<file path="src/rtl/cbr_pkg.sv">
`timescale 1ns / 1ps
// ----------------------------------------------------------------------------
// cbr_pkg - shared definitions for the CEC bit receiver
// Widths, receive phase and event codes, register indexes and reset values.
// ----------------------------------------------------------------------------
package cbr_pkg;

	// timestamp bits kept from each edge word (16..32)
	localparam int TIME_BITS = 32;

	localparam int IN_TDATA_W  = 40;
	localparam int OUT_TDATA_W = 16;
	localparam int CFG_DATA_W  = 16;
	localparam int CFG_IDX_W   = 3;

	localparam logic [3:0] ADDR_UNREG = 4'hF;

	typedef enum logic [4:0] {
		PH_IDLE   = 5'b00001,
		PH_BYTE   = 5'b00010,
		PH_EOM    = 5'b00100,
		PH_ACK    = 5'b01000,
		PH_EOMACK = 5'b10000
	} phase_t;

	typedef enum logic [1:0] {
		EV_START = 2'd0,
		EV_BYTE  = 2'd1,
		EV_END   = 2'd2,
		EV_DRIVE = 2'd3
	} ev_kind_t;

	typedef enum logic [CFG_IDX_W-1:0] {
		REG_OWN_ADDR   = 3'd0,
		REG_MONITOR    = 3'd1,
		REG_START_MIN  = 3'd2,
		REG_ONE_MIN    = 3'd3,
		REG_ONE_MAX    = 3'd4,
		REG_GLITCH_MAX = 3'd5
	} cfg_idx_t;

	localparam logic [15:0] START_MIN_RST  = 16'd3500;
	localparam logic [15:0] ONE_MIN_RST    = 16'd400;
	localparam logic [15:0] ONE_MAX_RST    = 16'd800;
	localparam logic [15:0] GLITCH_MAX_RST = 16'd100;

endpackage

</file>
<file path="src/rtl/cec_bit_receiver_top.sv">
`timescale 1ns / 1ps
// ----------------------------------------------------------------------------
// cec_bit_receiver_top - CEC line-edge decoder
// Each edge word is held in the input register; its result word is loaded into
// the result register when the edge word leaves the input register.
// Throughput: one edge word per cycle; a result word held by m_axis_tready
// keeps the next edge word in the input register and drops s_axis_tready.
// Reset (arst_n low): registers return to 15, 0, 3500, 400, 800, 100; the
// line is taken as idle high and the receiver as idle with no header.
// ----------------------------------------------------------------------------
module cec_bit_receiver_top (
	input  logic                               clk,
	input  logic                               arst_n,
	// configuration write port
	input  logic                               cfg_we,
	input  logic [cbr_pkg::CFG_IDX_W-1:0]      cfg_index,
	input  logic [cbr_pkg::CFG_DATA_W-1:0]     cfg_data,
	// edge words
	input  logic                               s_axis_tvalid,
	output logic                               s_axis_tready,
	input  logic [cbr_pkg::IN_TDATA_W-1:0]     s_axis_tdata,  // [0] line_level, [32:1] edge_time_us
	// result words
	output logic                               m_axis_tvalid,
	input  logic                               m_axis_tready,
	output logic [cbr_pkg::OUT_TDATA_W-1:0]    m_axis_tdata,  // [7:0] data_byte, [8] is_header
	output logic [1:0]                         m_axis_tuser   // [1:0] event_kind
);

	localparam int TB = cbr_pkg::TIME_BITS;

	// configuration registers
	logic [3:0]  own_addr_q;
	logic        monitor_q;
	logic [15:0] start_min_q;
	logic [15:0] one_min_q;
	logic [15:0] one_max_q;
	logic [15:0] glitch_max_q;

	// input stage
	logic          in_valid_s1;
	logic          level_s1;
	logic [TB-1:0] now_s1;

	// receiver state
	logic            prev_level_q;
	logic [TB-1:0]   fall_time_q;
	cbr_pkg::phase_t phase_q;
	logic [2:0]      bit_cnt_q;
	logic [7:0]      shift_q;
	logic [3:0]      hdr_dest_q;
	logic            hdr_seen_q;
	logic            ack_q;

	// result register
	logic              out_valid_q;
	cbr_pkg::ev_kind_t kind_q;
	logic [7:0]        byte_q;
	logic              is_hdr_q;

	// next-state logic
	logic              prev_level_d;
	logic [TB-1:0]     fall_time_d;
	cbr_pkg::phase_t   phase_d;
	logic [2:0]        bit_cnt_d;
	logic [7:0]        shift_d;
	logic [3:0]        hdr_dest_d;
	logic              hdr_seen_d;
	logic              ack_d;
	logic              emit;
	cbr_pkg::ev_kind_t kind_d;
	logic [7:0]        byte_d;
	logic              is_hdr_d;
	logic [TB-1:0]     pulse;
	logic              bit_val;
	logic [7:0]        shift_nx;

	logic advance;
	logic fire;

	assign advance       = !out_valid_q || m_axis_tready;
	assign fire          = in_valid_s1 && advance;
	assign s_axis_tready = !in_valid_s1 || advance;

	assign m_axis_tvalid = out_valid_q;
	assign m_axis_tuser  = kind_q;
	assign m_axis_tdata  = {{(cbr_pkg::OUT_TDATA_W - 9){1'b0}}, is_hdr_q, byte_q};

	always_ff @(posedge clk or negedge arst_n) begin
		if (!arst_n) begin
			own_addr_q   <= cbr_pkg::ADDR_UNREG;
			monitor_q    <= 1'b0;
			start_min_q  <= cbr_pkg::START_MIN_RST;
			one_min_q    <= cbr_pkg::ONE_MIN_RST;
			one_max_q    <= cbr_pkg::ONE_MAX_RST;
			glitch_max_q <= cbr_pkg::GLITCH_MAX_RST;
		end else if (cfg_we) begin
			case (cfg_index)
				cbr_pkg::REG_OWN_ADDR:   own_addr_q   <= cfg_data[3:0];
				cbr_pkg::REG_MONITOR:    monitor_q    <= cfg_data[0];
				cbr_pkg::REG_START_MIN:  start_min_q  <= cfg_data[15:0];
				cbr_pkg::REG_ONE_MIN:    one_min_q    <= cfg_data[15:0];
				cbr_pkg::REG_ONE_MAX:    one_max_q    <= cfg_data[15:0];
				cbr_pkg::REG_GLITCH_MAX: glitch_max_q <= cfg_data[15:0];
				default: ;
			endcase
		end
	end

	always_ff @(posedge clk or negedge arst_n) begin
		if (!arst_n) begin
			in_valid_s1 <= 1'b0;
		end else if (s_axis_tready) begin
			in_valid_s1 <= s_axis_tvalid;
		end
	end

	always_ff @(posedge clk) begin
		if (s_axis_tready && s_axis_tvalid) begin
			level_s1 <= s_axis_tdata[0];
			now_s1   <= s_axis_tdata[TB:1];
		end
	end

	assign pulse    = now_s1 - fall_time_q;
	assign bit_val  = (pulse >= TB'(one_min_q)) && (pulse <= TB'(one_max_q));
	assign shift_nx = {shift_q[6:0], bit_val};

	always_comb begin
		prev_level_d = prev_level_q;
		fall_time_d  = fall_time_q;
		phase_d      = phase_q;
		bit_cnt_d    = bit_cnt_q;
		shift_d      = shift_q;
		hdr_dest_d   = hdr_dest_q;
		hdr_seen_d   = hdr_seen_q;
		ack_d        = ack_q;
		emit         = 1'b0;
		kind_d       = cbr_pkg::EV_START;
		byte_d       = 8'h00;
		is_hdr_d     = 1'b0;
		if (level_s1 != prev_level_q) begin
			prev_level_d = level_s1;
			if (!level_s1) begin
				fall_time_d = now_s1;
				if (ack_q && !monitor_q) begin
					ack_d  = 1'b0;
					emit   = 1'b1;
					kind_d = cbr_pkg::EV_DRIVE;
				end
			end else if (pulse > TB'(start_min_q)) begin
				phase_d    = cbr_pkg::PH_BYTE;
				bit_cnt_d  = 3'd0;
				shift_d    = 8'h00;
				hdr_seen_d = 1'b0;
				hdr_dest_d = cbr_pkg::ADDR_UNREG;
				ack_d      = 1'b0;
				emit       = 1'b1;
				kind_d     = cbr_pkg::EV_START;
			end else if (pulse >= TB'(glitch_max_q)) begin
				case (phase_q)
					cbr_pkg::PH_BYTE: begin
						shift_d   = shift_nx;
						bit_cnt_d = bit_cnt_q + 3'd1;
						if (bit_cnt_q == 3'd7) begin
							if (!hdr_seen_q) begin
								hdr_dest_d = shift_nx[3:0];
								hdr_seen_d = 1'b1;
							end
							shift_d  = 8'h00;
							phase_d  = cbr_pkg::PH_EOM;
							emit     = 1'b1;
							kind_d   = cbr_pkg::EV_BYTE;
							byte_d   = shift_nx;
							is_hdr_d = !hdr_seen_q;
						end
					end
					cbr_pkg::PH_EOM: begin
						if (hdr_seen_q && hdr_dest_q != cbr_pkg::ADDR_UNREG &&
							hdr_dest_q == own_addr_q) begin
							ack_d = 1'b1;
						end
						if (bit_val) begin
							hdr_seen_d = 1'b0;
							hdr_dest_d = cbr_pkg::ADDR_UNREG;
							bit_cnt_d  = 3'd0;
							shift_d    = 8'h00;
							phase_d    = cbr_pkg::PH_EOMACK;
							emit       = 1'b1;
							kind_d     = cbr_pkg::EV_END;
						end else begin
							phase_d = cbr_pkg::PH_ACK;
						end
					end
					cbr_pkg::PH_ACK:    phase_d = cbr_pkg::PH_BYTE;
					cbr_pkg::PH_EOMACK: phase_d = cbr_pkg::PH_IDLE;
					default: ;
				endcase
			end
		end
	end

	always_ff @(posedge clk or negedge arst_n) begin
		if (!arst_n) begin
			prev_level_q <= 1'b1;
			fall_time_q  <= '0;
			phase_q      <= cbr_pkg::PH_IDLE;
			bit_cnt_q    <= 3'd0;
			shift_q      <= 8'h00;
			hdr_dest_q   <= cbr_pkg::ADDR_UNREG;
			hdr_seen_q   <= 1'b0;
			ack_q        <= 1'b0;
		end else if (fire) begin
			prev_level_q <= prev_level_d;
			fall_time_q  <= fall_time_d;
			phase_q      <= phase_d;
			bit_cnt_q    <= bit_cnt_d;
			shift_q      <= shift_d;
			hdr_dest_q   <= hdr_dest_d;
			hdr_seen_q   <= hdr_seen_d;
			ack_q        <= ack_d;
		end
	end

	// load the result register whenever the previous word has left
	always_ff @(posedge clk or negedge arst_n) begin
		if (!arst_n) begin
			out_valid_q <= 1'b0;
		end else if (advance) begin
			out_valid_q <= fire && emit;
		end
	end

	always_ff @(posedge clk) begin
		if (fire && emit) begin
			kind_q   <= kind_d;
			byte_q   <= byte_d;
			is_hdr_q <= is_hdr_d;
		end
	end

	// bits are only counted while a byte is being shifted in
	a_cnt_in_byte: assert property (@(posedge clk) disable iff (!arst_n)
		(bit_cnt_q != 3'd0) |-> (phase_q == cbr_pkg::PH_BYTE))
		else $error("bit count nonzero outside byte phase");

	// no header means the destination reads as unregistered
	a_hdr_dest: assert property (@(posedge clk) disable iff (!arst_n)
		!hdr_seen_q |-> (hdr_dest_q == cbr_pkg::ADDR_UNREG))
		else $error("header destination set without header");

	// a drive request consumes the pending acknowledge
	a_drive_clears_ack: assert property (@(posedge clk) disable iff (!arst_n)
		(fire && emit && kind_d == cbr_pkg::EV_DRIVE) |=> !ack_q)
		else $error("ack still pending after drive request");

	// byte and header flag only travel with a received byte
	a_payload_kind: assert property (@(posedge clk) disable iff (!arst_n)
		(out_valid_q && kind_q != cbr_pkg::EV_BYTE) |-> (byte_q == 8'h00 && !is_hdr_q))
		else $error("payload on a non-byte event");

endmodule
</file>
<file path="config.mk">
export PLATFORM = sky130hd
export DESIGN_NAME = cec_bit_receiver_top
export DESIGN_NICKNAME = d
export VERILOG_FILES = /design/src/rtl/cbr_pkg.sv /design/src/rtl/cec_bit_receiver_top.sv
export SDC_FILE = /design/constraint.sdc
export NUM_CORES = 1
export LEC_CHECK = 0
export BUFFER_PORTS_ARGS = -buffer_cell sky130_fd_sc_hd__buf_4
export CAP_MARGIN = 20
export CORE_MARGIN = 8
export CORE_UTILIZATION = 35
export DETAILED_ROUTE_END_ITERATION = 8
export PLACE_DENSITY = 0.53
export SYNTH_ARGS = -nofsm -noshare
export SYNTH_HDL_FRONTEND = slang
export SYNTH_SLANG_ARGS = --single-unit
</file>
<file path="constraint.sdc">
create_clock -name clk -period 4.4 [get_ports clk]
set_clock_uncertainty 0.05 [all_clocks]
set_input_delay 0.66 -clock clk [delete_from_list [all_inputs] [get_ports clk]]
set_output_delay 0.66 -clock clk [all_outputs]
set_load 0.02 [all_outputs]
</file>
### Word level (Yosys, flattened, before mapping)

Index checks and enable logic that the tools add are counted.

* add/subtract/negate cells: 2
* multiply operators: 0
* div/mod/pow operators: 0
* order comparisons: 4
* equal/unequal tests: 19
* shift operators: 0
* mux-type cells: 46
* bitwise operators: 5
* reduce and logical (&&, ||, !) cells: 32

Operator list (number)
* $ge 32x16->1: 2
* $gt 32x16->1: 1
* $le 32x16->1: 1
* $sub 32x32->32: 1
* $mux 7: 4
* $mux 4: 5
* $mux 5: 4
* $pmux 5 s4: 1
* $mux 1: 18
* $reduce_and 6->1: 3
* $pmux 7 s2: 1
* $reduce_and 2->1: 7
* $mux 2: 5
* $eq 3x3->1 const B: 3
* $mux 3: 3
* $ne 3x1->1 const B: 3
* $ne 3x3->1 const B: 3
* $pmux 4 s2: 1
* $reduce_and 8->1: 1
* $logic_and 1x1->1: 7
* $reduce_and 7->1: 1
* $eq 3x2->1 const B: 2
* $pmux 3 s2: 1
* $reduce_or 6->1: 1
* other kinds (19): 29

* register bits after elaboration: 169
* bits in latches: 0
* memory bits (writable): 0
* ROM bits: 0
* input port bits: 64
* memories kept: 0

### Depth between registers and ports, before layout

Gate-level depths: netlist of run 1.

* depth in word-level cells: 10
* mapped depth: 21

### Least setup slack after synthesis of run 1

OpenSTA, ideal clock, no wires.

* path type: reg2reg
* start: reg fall_time_q[0]
* end: reg byte_q[0] (enable)
* library setup time: 0.347 ns
* arrival time: 4.331 ns
* data required time: 4.003 ns
* slack: -0.328 ns
* stages on the path, launching flop included: 19
* path buffers: 0
* clock period less this slack: 4.728 ns
* cell sequence: dfrtp_1 -> ha_1 -> fa_1 -> nor2b_2 -> o2111ai_1 -> a21bo_2 -> a21o_1 -> nor2b_1 -> xnor2_1 -> ha_1 -> nand4_1 -> or2_2 -> a211oi_1 -> or4b_2 -> a2bb2oi_1 -> nor2b_1 -> o21ai_0 -> nand2_1 -> o21a_1

* longest elaborated chain between the ends: 10
* elaborated cells on any way between the ends: 13

Ends and longest elaborated chain
* from (decl): RTL line cec_bit_receiver_top.sv:46 `logic [TB-1:0] fall_time_q;`
* from (signal assigned): RTL line cec_bit_receiver_top.sv:214 `fall_time_q <= fall_time_d;`
* $sub 32x32->32 *: RTL line cec_bit_receiver_top.sv:124 `assign pulse = now_s1 - fall_time_q;`
* $ge 32x16->1 / $le 32x16->1 (equally long branches): RTL line cec_bit_receiver_top.sv:125 `assign bit_val = (pulse >= TB'(one_min_q)) && (pulse <= TB'(one_max_q));`
* $logic_and 1x1->1: RTL line cec_bit_receiver_top.sv:125
* $mux 1: RTL line cec_bit_receiver_top.sv:182 `if (bit_val) begin`
* $pmux 1 s2: RTL line cec_bit_receiver_top.sv:160 `case (phase_q)`
* $mux 1: RTL line cec_bit_receiver_top.sv:159 `end else if (pulse >= TB'(glitch_max_q)) begin`
* $mux 1 *: RTL line cec_bit_receiver_top.sv:150 `end else if (pulse > TB'(start_min_q)) begin`
* $mux 1 *: RTL line cec_bit_receiver_top.sv:143 `if (!level_s1) begin`
* $mux 1 *: RTL line cec_bit_receiver_top.sv:141 `if (level_s1 != prev_level_q) begin`
* $logic_and 1x1->1 *: RTL line cec_bit_receiver_top.sv:234 `if (fire && emit) begin`
* to (signal assigned): RTL line cec_bit_receiver_top.sv:236 `byte_q <= byte_d;`
* to (decl): RTL line cec_bit_receiver_top.sv:57 `logic [7:0] byte_q;`

Every way passes the cells marked *; elsewhere a longest branch is shown, timed or not.
A chain may end at the register's enable or synchronous reset.

### Final worst setup path of run 1

* start: reg fall_time_q[0]
* end: reg byte_q[0] (data pin)

* longest elaborated chain between the ends: 4
* elaborated cells on any way between the ends: 8

Ends and longest elaborated chain (RTL line)
* $sub 32x32->32 *: cec_bit_receiver_top.sv:124
* $ge 32x16->1: cec_bit_receiver_top.sv:159
* $not 1->1 (no line)
* $reduce_or 6->1 (no line)

Marked as above.

==> summary.md, run 1 <==
| Metric | Value |
|---|---|
| Status | `finished, violations left` |
| Failing checks | `negative setup slack` |
| Sink Count | `169` |
| Post-synth EDFFs | `44` |
| Hold_buf cts | `0` |
| CTS tree | `built` |
| Gr usage total | `0.151` |
| CTS Buffer Depth | `2` |
| Hold crit path type | `input port to async pin` |
| Global route overflow | `0` |
| Die area | `between 30,000 and 40,000 um2` |
| VDD IR max | `0.336 mV` |
| H-tree Lvls | `4` |
| GR Util met1 | `0.199` |
| Crit Path Max Fanout | `5` |
| Asr flop ratio synth | `0.740` |
| Setup ws final | `-0.190 ns` |
| Antenna viol nets, final | `0` |
| Vias in the first global route | `8,514` |
| Worst path required time | `between 4 and 5 ns` |
| Dpl hpwl | `19.9 mm` |
| Diode count | `0` |
| # rows | `63` |
| GR Layer Usage met3 | `0.0285` |
| Relative slew margins | `0.365` |
| DR vias/cell | `5.08` |
| Post-Syn Area per Cell | `10.1 um2` |
| Routed len/inst | `16.3 um` |
| Critical Path Source Type | `flip-flop` |
| Reg2reg setup slack | `-0.19 ns` |
| Post-place setup slack | `-0.331 ns` |
| Slew Viols, Final | `0` |
| Max Cap Viol | `0` |
| Largest net degree at the start of global routing | `approximately 70` |
| Placed cell area | `12,300 um2` |
| FF+latch count, synth | `169` |
| Final hold slack | `0.308 ns` |
| CP Capture Type | `flip-flop` |
| Initial antenna violation count | `0` |
| Chip height | `189 um` |
| CP Class | `flip-flop to flip-flop` |
| CTS Root Cell | `clkbuf_16` |
| Port Buffer Count | `69` |
| Tot Pwr | `9410 uW` |
| Initial DRC count | `464` |
| Synth warn | `0` |
| Core area | `approximately 30,000 um2` |
| Leak | `0.00615 uW` |
| DRC Markers | `0` |
| Clk_lat worst skew | `between 0.4 and 0.5 ns` |
| Fmax | `218 MHz` |
| Final instance area | `13,800 um2` |
| First-pass GRT wire length | `approximately 44 mm` |
| Top Ports | `between 80 and 90` |
| Final Cycle Share | `1.04` |
| Pre-antenna DRT Iters | `4` |
| DRT Wirelength | `between 20 and 30 mm` |
| Crit path time final | `4.59 ns` |
| Die Width | `189 um` |
| Clk pin slew, worst setup/hold paths | `0.07 ns` |
| Power Density | `682 nW/um2` |
| Layer carrying the most global-route usage | `met2` |
| Proportion of layout cells with a drive suffix above 1 | `0.348` |
| Most common flop cell mapped by yosys | `dfrtp_1` |
| Unrepaired setup endpoints after global routing | `yes` |
| Post-synthesis sequential area ratio | `0.427` |
| Synth unique cells | `79` |
| CTS Buf Count | `17` |
| Met2 Use GR | `0.252` |
| Final Setup Violations | `33` |
| Via count | `between 8,000 and 9,000` |
| Worst Tran Pin Value | `between 0.9 and 1 ns` |
| Mapped cell area | `10,500 um2` |
| Crit path DAT | `4.80 ns` |
| Post-Synthesis Cells | `1,041` |
| Placed insts | `1,592` |
| Final net count | `1,412` |
| Non-Filler Instances | `1,653` |
| Area growth, synth to finish | `31.6%` |
| Routability cong. | `~0.85` |
| Final hold violation count | `0` |
| Starting density of the core | `0.355` |
-- where the power goes --
part | switching, uW | internal (uW)
sequential | 127 | 1930
combinational | 2900 | 2870
clock | 683 | 900
total | 3710 | 5700
-- what timing repair did --
item | in CTS | in global routing
pin swaps | 33 | 36
cloned | 3 | 1
gates resized for setup | 56 | 53
buffers inserted | 16 | 9
endpoints found under the setup margin | 44 | 44
-- metal layers --
metal  up-vias  part of all wire  routed length, um
met4         0             0.015                395
met5         -                 0                  0
met3        29             0.032                874
li1       4176                 -                  -
met2       135              0.47              12700
met1      4060              0.48              13000
-- Yosys cell counts (15+ instances only) --
| library cell | n | area (um2) |
|---|---|---|
| a21oi_1 | 45 | 225 |
| nand2_1 | 100 | 375 |
| o21ai_0 | 67 | 335 |
| dfstp_2 | 26 | 683 |
| clkbuf_1 | 25 | 93.8 |
| dfrtp_1 | 99 | 2480 |
| a21o_1 | 31 | 233 |
| nand4_1 | 18 | 113 |
| xnor2_1 | 15 | 131 |
| inv_1 | 106 | 398 |
| edfxtp_1 | 44 | 1320 |
| nor2_1 | 32 | 120 |
| mux2_2 | 70 | 788 |
| ha_1 | 97 | 1210 |
| nor3_1 | 18 | 90.1 |
| nand3_1 | 29 | 145 |
-- critical path, cell delays in order (launching register included) --
cell and delay, ns:
dfrtp_1 0.41, ha_4 0.18, fa_2 0.41, nor2b_4 0.13, o2111ai_2 0.15, buf_4 0.18
a21oi_4 0.13, o21bai_2 0.08, and3_1 0.15, or4_4 0.51, or4_4 0.52, or4_4 0.45
or4b_4 0.64, buf_16 0.18, nor4_4 0.25
-- state kept, by name, indices dropped and copies added (netlist names) --
name	cells
byte_q	8
hdr_dest_q	4
prev_level_q	1
in_valid_s1	1
is_hdr_q	1
start_min_q	16
m_axis_tuser	2
shift_q	7
fall_time_q	32
bit_cnt_q	3
now_s1	32
phase_q	5
hdr_seen_q	1
monitor_q	1
level_s1	1
own_addr_q	4
glitch_max_q	16
one_max_q	16
ack_q	1
m_axis_tvalid	1
one_min_q	16
-- stage by stage --
stage,setup TNS (ns),util
global placement,-9.09,0.418
global route,-8.76,0.467
finish,-2.73,0.467
detailed placement,-11.20,0.418
floorplan,0,-
CTS,-3.59,0.455
-- kinds of logic (layout without fill, tap and decap cells) --
group,Yosys count,after routing,synth area share
compound gates,246,247,0.157
buf+inv,146,361,0.0564
xor+xnor,27,27,0.0226
mux,73,73,0.0780
flops,169,169,0.427
other cells,1,7,0.000358
fa+ha+maj,98,98,0.118
simple gates,281,281,0.141
-- layout make-up --
cell class,instances,area [um2]
clock inverter,13,168
multi-input combinational,733,5970
sequential,169,4480
clock buffer,19,433
timing repair buffer,223,1860
tap,390,488
fill,2845,15800
inverter,106,398
-- placed cells by master (no fill, tap or decap), types with 8 or more instances in the layout --
| cell | n |
|---|---|
| xor2_1 | 9 |
| nand4_1 | 18 |
| nand2b_1 | 12 |
| buf_4 | 201 |
| o21ai_2 | 8 |
| edfxtp_1 | 44 |
| o21ai_0 | 58 |
| and3_1 | 8 |
| nor4_2 | 8 |
| inv_1 | 105 |
| a21oi_1 | 38 |
| dfstp_2 | 26 |
| mux2_2 | 70 |
| nand3_1 | 29 |
| nor2_1 | 31 |
| nor3_1 | 16 |
| buf_6 | 12 |
| xnor2_1 | 11 |
| a21o_1 | 31 |
| clkbuf_16 | 17 |
| o21a_1 | 13 |
| ha_1 | 90 |
| dfrtp_1 | 99 |
| nor2b_1 | 13 |
| nand2_1 | 96 |
-- final timing paths --
check                                 start            end  cells past startpoint
max                          fall_time_q[0]      byte_q[0]                     14
min                                  arst_n  one_min_q[10]                      1
max reg2reg                  fall_time_q[0]      byte_q[0]                     14
min reg2reg                    prev_level_q   prev_level_q                      2
max in group asynchronous            arst_n  own_addr_q[0]                      2
min in group clk           s_axis_tdata[17]     now_s1[16]                      1
Power figures use the tool's default switching activity.
==> run 2, diff against run 1 <==
--- a/config.mk
+++ b/config.mk
@@ -10,7 +10,8 @@
 export CORE_MARGIN = 8
 export CORE_UTILIZATION = 35
 export DETAILED_ROUTE_END_ITERATION = 8
-export PLACE_DENSITY = 0.53
+export PLACE_DENSITY = 0.51
+export SLEW_MARGIN = 0
 export SYNTH_ARGS = -nofsm -noshare
 export SYNTH_HDL_FRONTEND = slang
 export SYNTH_SLANG_ARGS = --single-unit
==> constraint.sdc (replaced) <==
create_clock -name clk -period 5.4 [get_ports clk]
set_clock_uncertainty 0.05 [all_clocks]
set_input_delay 0.81 -clock clk [delete_from_list [all_inputs] [get_ports clk]]
set_output_delay 0.81 -clock clk [all_outputs]
set_load 0.02 [all_outputs]
==> run 2 against run 1 <==
Highest routed layer unchanged. Critical path depth is 6 higher. Count of clock-buffer cells in the layout up 1. Final cell count fell by 7.4%. Critical path type unchanged. First-iteration DRC count is 14% higher. Via count decreased by 7.4%. Flip-flop and latch count unchanged. Utilization fell by 5.6 points. Die area did not move. Critical endpoint unchanged. Sequential share of layout area up 4.4 points. Non-clock buffer count decreased by 122. The run now ends clean. Fmax is 7.5% lower. Routed wire length shrank 6.1%.
==> summary.md, run 2 (same netlist as run 1, synthesis figures left out) <==
| Metric | Value |
|---|---|
| Port Buffer Count | `69 (unchanged)` |
| Sink Count | `169 (unchanged)` |
| DRT Wirelength | `25.3 mm (was 27.0 mm)` |
| Initial antenna violation count | `0 (unchanged)` |
| Global route overflow | `0 (unchanged)` |
| Via count | `7,776 (was 8,400)` |
| Routed len/inst | `16.6 um (was 16.3 um)` |
| CP Class | `flip-flop to flip-flop (unchanged)` |
| Critical Path Source Type | `flip-flop (unchanged)` |
| Final Setup Violations | `0 (was 33)` |
| Crit path time final | `4.96 ns (was 4.59 ns)` |
| Die area | `35,800 um2 (unchanged)` |
| Multi-input gate area | `5450 um2 (was 5970 um2)` |
| Final Cycle Share | `0.919 (was 1.04)` |
| Proportion of layout cells with a drive suffix above 1 | `0.223 (was 0.348)` |
| Chip height | `189 um (unchanged)` |
| Final hold violation count | `0 (unchanged)` |
| Clk pin slew, worst setup/hold paths | `0.07 ns (about the same)` |
| Finished Core Util | `0.411 (was 0.467)` |
| Hold crit path type | `input port to async pin (unchanged)` |
| CTS Buf Count | `17 (unchanged)` |
| Final net count | `1,289 (was 1,412)` |
| Most common cell after layout, fill and taps aside | `inv_1 (was buf_4)` |
| # resized after CTS | `0 (was 56)` |
| Initial DRC count | `528 (was 464)` |
| Sequential Area | `4480 um2 (unchanged)` |
| Crit Path Max Fanout | `11 (was 5)` |
| Fmax | `202 MHz (was 218 MHz)` |
| Die Width | `189 um (unchanged)` |
| Fillers | `2,958 (was 2,845)` |
| VDD IR max | `0.183 mV (was 0.336 mV)` |
| Post-CTS Setup Bufs | `0 (was 16)` |
| Core area | `29,600 um2 (unchanged)` |
| Hold_buf cts | `0 (unchanged)` |
| CTS Root Cell | `clkbuf_16 (unchanged)` |
| Slew Viols, Final | `0 (unchanged)` |
| Commonest non-fill, non-tap cells in the layout | `inv_1, nand2_1, dfrtp_1 (was buf_4, inv_1, dfrtp_1)` |
| Area growth, synth to finish | `16.0% (was 31.6%)` |
| Top Ports | `84 (unchanged)` |
| Leak | `0.00541 uW (was 0.00615 uW)` |
| Vias in the first global route | `7,662 (was 8,514)` |
| Setup ws final | `0.440 ns (was -0.190 ns)` |
| Pre-antenna DRT Iters | `6 (was 4)` |
| Relative slew margins | `0.452 (was 0.365)` |
| Largest net degree at the start of global routing | `50 (was 68)` |
| Antenna viol nets, final | `0 (unchanged)` |
| Max Cap Viol | `0 (unchanged)` |
| Setup TNS | `0 ns (was -2.73 ns)` |
| Dpl hpwl | `19.1 mm (was 19.9 mm)` |
| Power Density | `516 nW/um2 (was 682 nW/um2)` |
| # rows | `63 (unchanged)` |
| Gr usage total | `0.145 (was 0.151)` |
| Status | `complete, no violations (was finished, violations left)` |
| Post-place setup slack | `0.317 ns (was -0.331 ns)` |
| Unrepaired setup endpoints after global routing | `no (was yes)` |
| CTS Buffer Depth | `2 (unchanged)` |
| Worst path required time | `5.50 ns (was 4.61 ns)` |
| Starting density of the core | `0.355 (unchanged)` |
| DRC Markers | `0 (unchanged)` |
| Routability cong. | `0.832 (was 0.853)` |
| Top Registers | `fall_time_q x32, now_s1 x32 (unchanged)` |
| Worst Tran Pin Value | `0.818 ns (was 0.950 ns)` |
| Diode count | `0 (unchanged)` |
| DR vias/cell | `5.08 (about the same)` |
| Crit path DAT | `5.06 ns (was 4.80 ns)` |
| CP Capture Type | `flip-flop (unchanged)` |
| First-pass GRT wire length | `41.8 mm (was 44.1 mm)` |
| Clk_lat worst skew | `0.44 ns (about the same)` |
| H-tree Lvls | `4 (unchanged)` |
| CTS tree | `built (unchanged)` |
-- run 2: metrics by stage --
step / hold slack, ns / total power [uW] / cell area, um2 / std cells
2_1_floorplan: 0.398 / 3990 / 10500 / 1047
3_3_place_gp: 0.416 / 5070 / 11600 / 1496
3_5_place_dp: 0.417 / 5110 / 11600 / 1497
4_1_cts: 0.384 / 6330 / 12100 / 1529
5_1_grt: 0.393 / 6840 / 12200 / 1530
6_report: 0.353 / 6280 / 12200 / 1530
-- run 2: critical path, cell delays in order, from the launching register on --
cell	delay [ns]
dfrtp_1	0.39
ha_1	0.21
fa_1	0.42
nor2b_2	0.16
o2111ai_1	0.19
nand2_1	0.17
a21o_1	0.12
a21oi_1	0.07
xnor2_1	0.50
ha_1	0.34
nand4_1	0.10
or2_2	0.13
a211oi_1	0.05
or4b_2	0.63
a2bb2oi_1	0.17
buf_4	0.15
nor2b_1	0.22
o21ai_0	0.16
nand2_1	0.14
o21a_1	0.16
buf_12	0.14
-- run 2: worst paths after layout --
path                                start  cells after the start                to  slack [ns]
max                        fall_time_q[0]                     20         byte_q[0]        0.44
min                                arst_n                      1    start_min_q[9]        0.35
max reg2reg                fall_time_q[0]                     20         byte_q[0]        0.44
min reg2reg                  prev_level_q                      2      prev_level_q        0.42
max in group asynchronous          arst_n                      2  glitch_max_q[13]        3.82
min in group clk             prev_level_q                      2      prev_level_q        0.42
-- run 2: layout make-up --
cell class / count / area share
Inverter: 106 / 0.0327
Tap cell: 390 / 0.0401
Multi-Input combinational cell: 732 / 0.448
Sequential cell: 169 / 0.369
Clock inverter: 12 / 0.00741
Timing Repair Buffer: 101 / 0.0643
Clock buffer: 20 / 0.0385
-- run 2: power breakdown --
group,internal [uW],switching (uW),leakage (uW)
sequential,1570,102,0.00192
combinational,1450,1970,0.00322
clock,634,548,0.000278
-- run 2: metal layers --
metal	GRT usage	routed length [um]	part of all wire	up-vias
met5	0	0	0	-
met3	0.0256	808	0.032	17
met1	0.203	12700	0.50	3680
li1	-	-	-	3936
met4	0.0325	244	0.0096	0
met2	0.229	11600	0.46	143
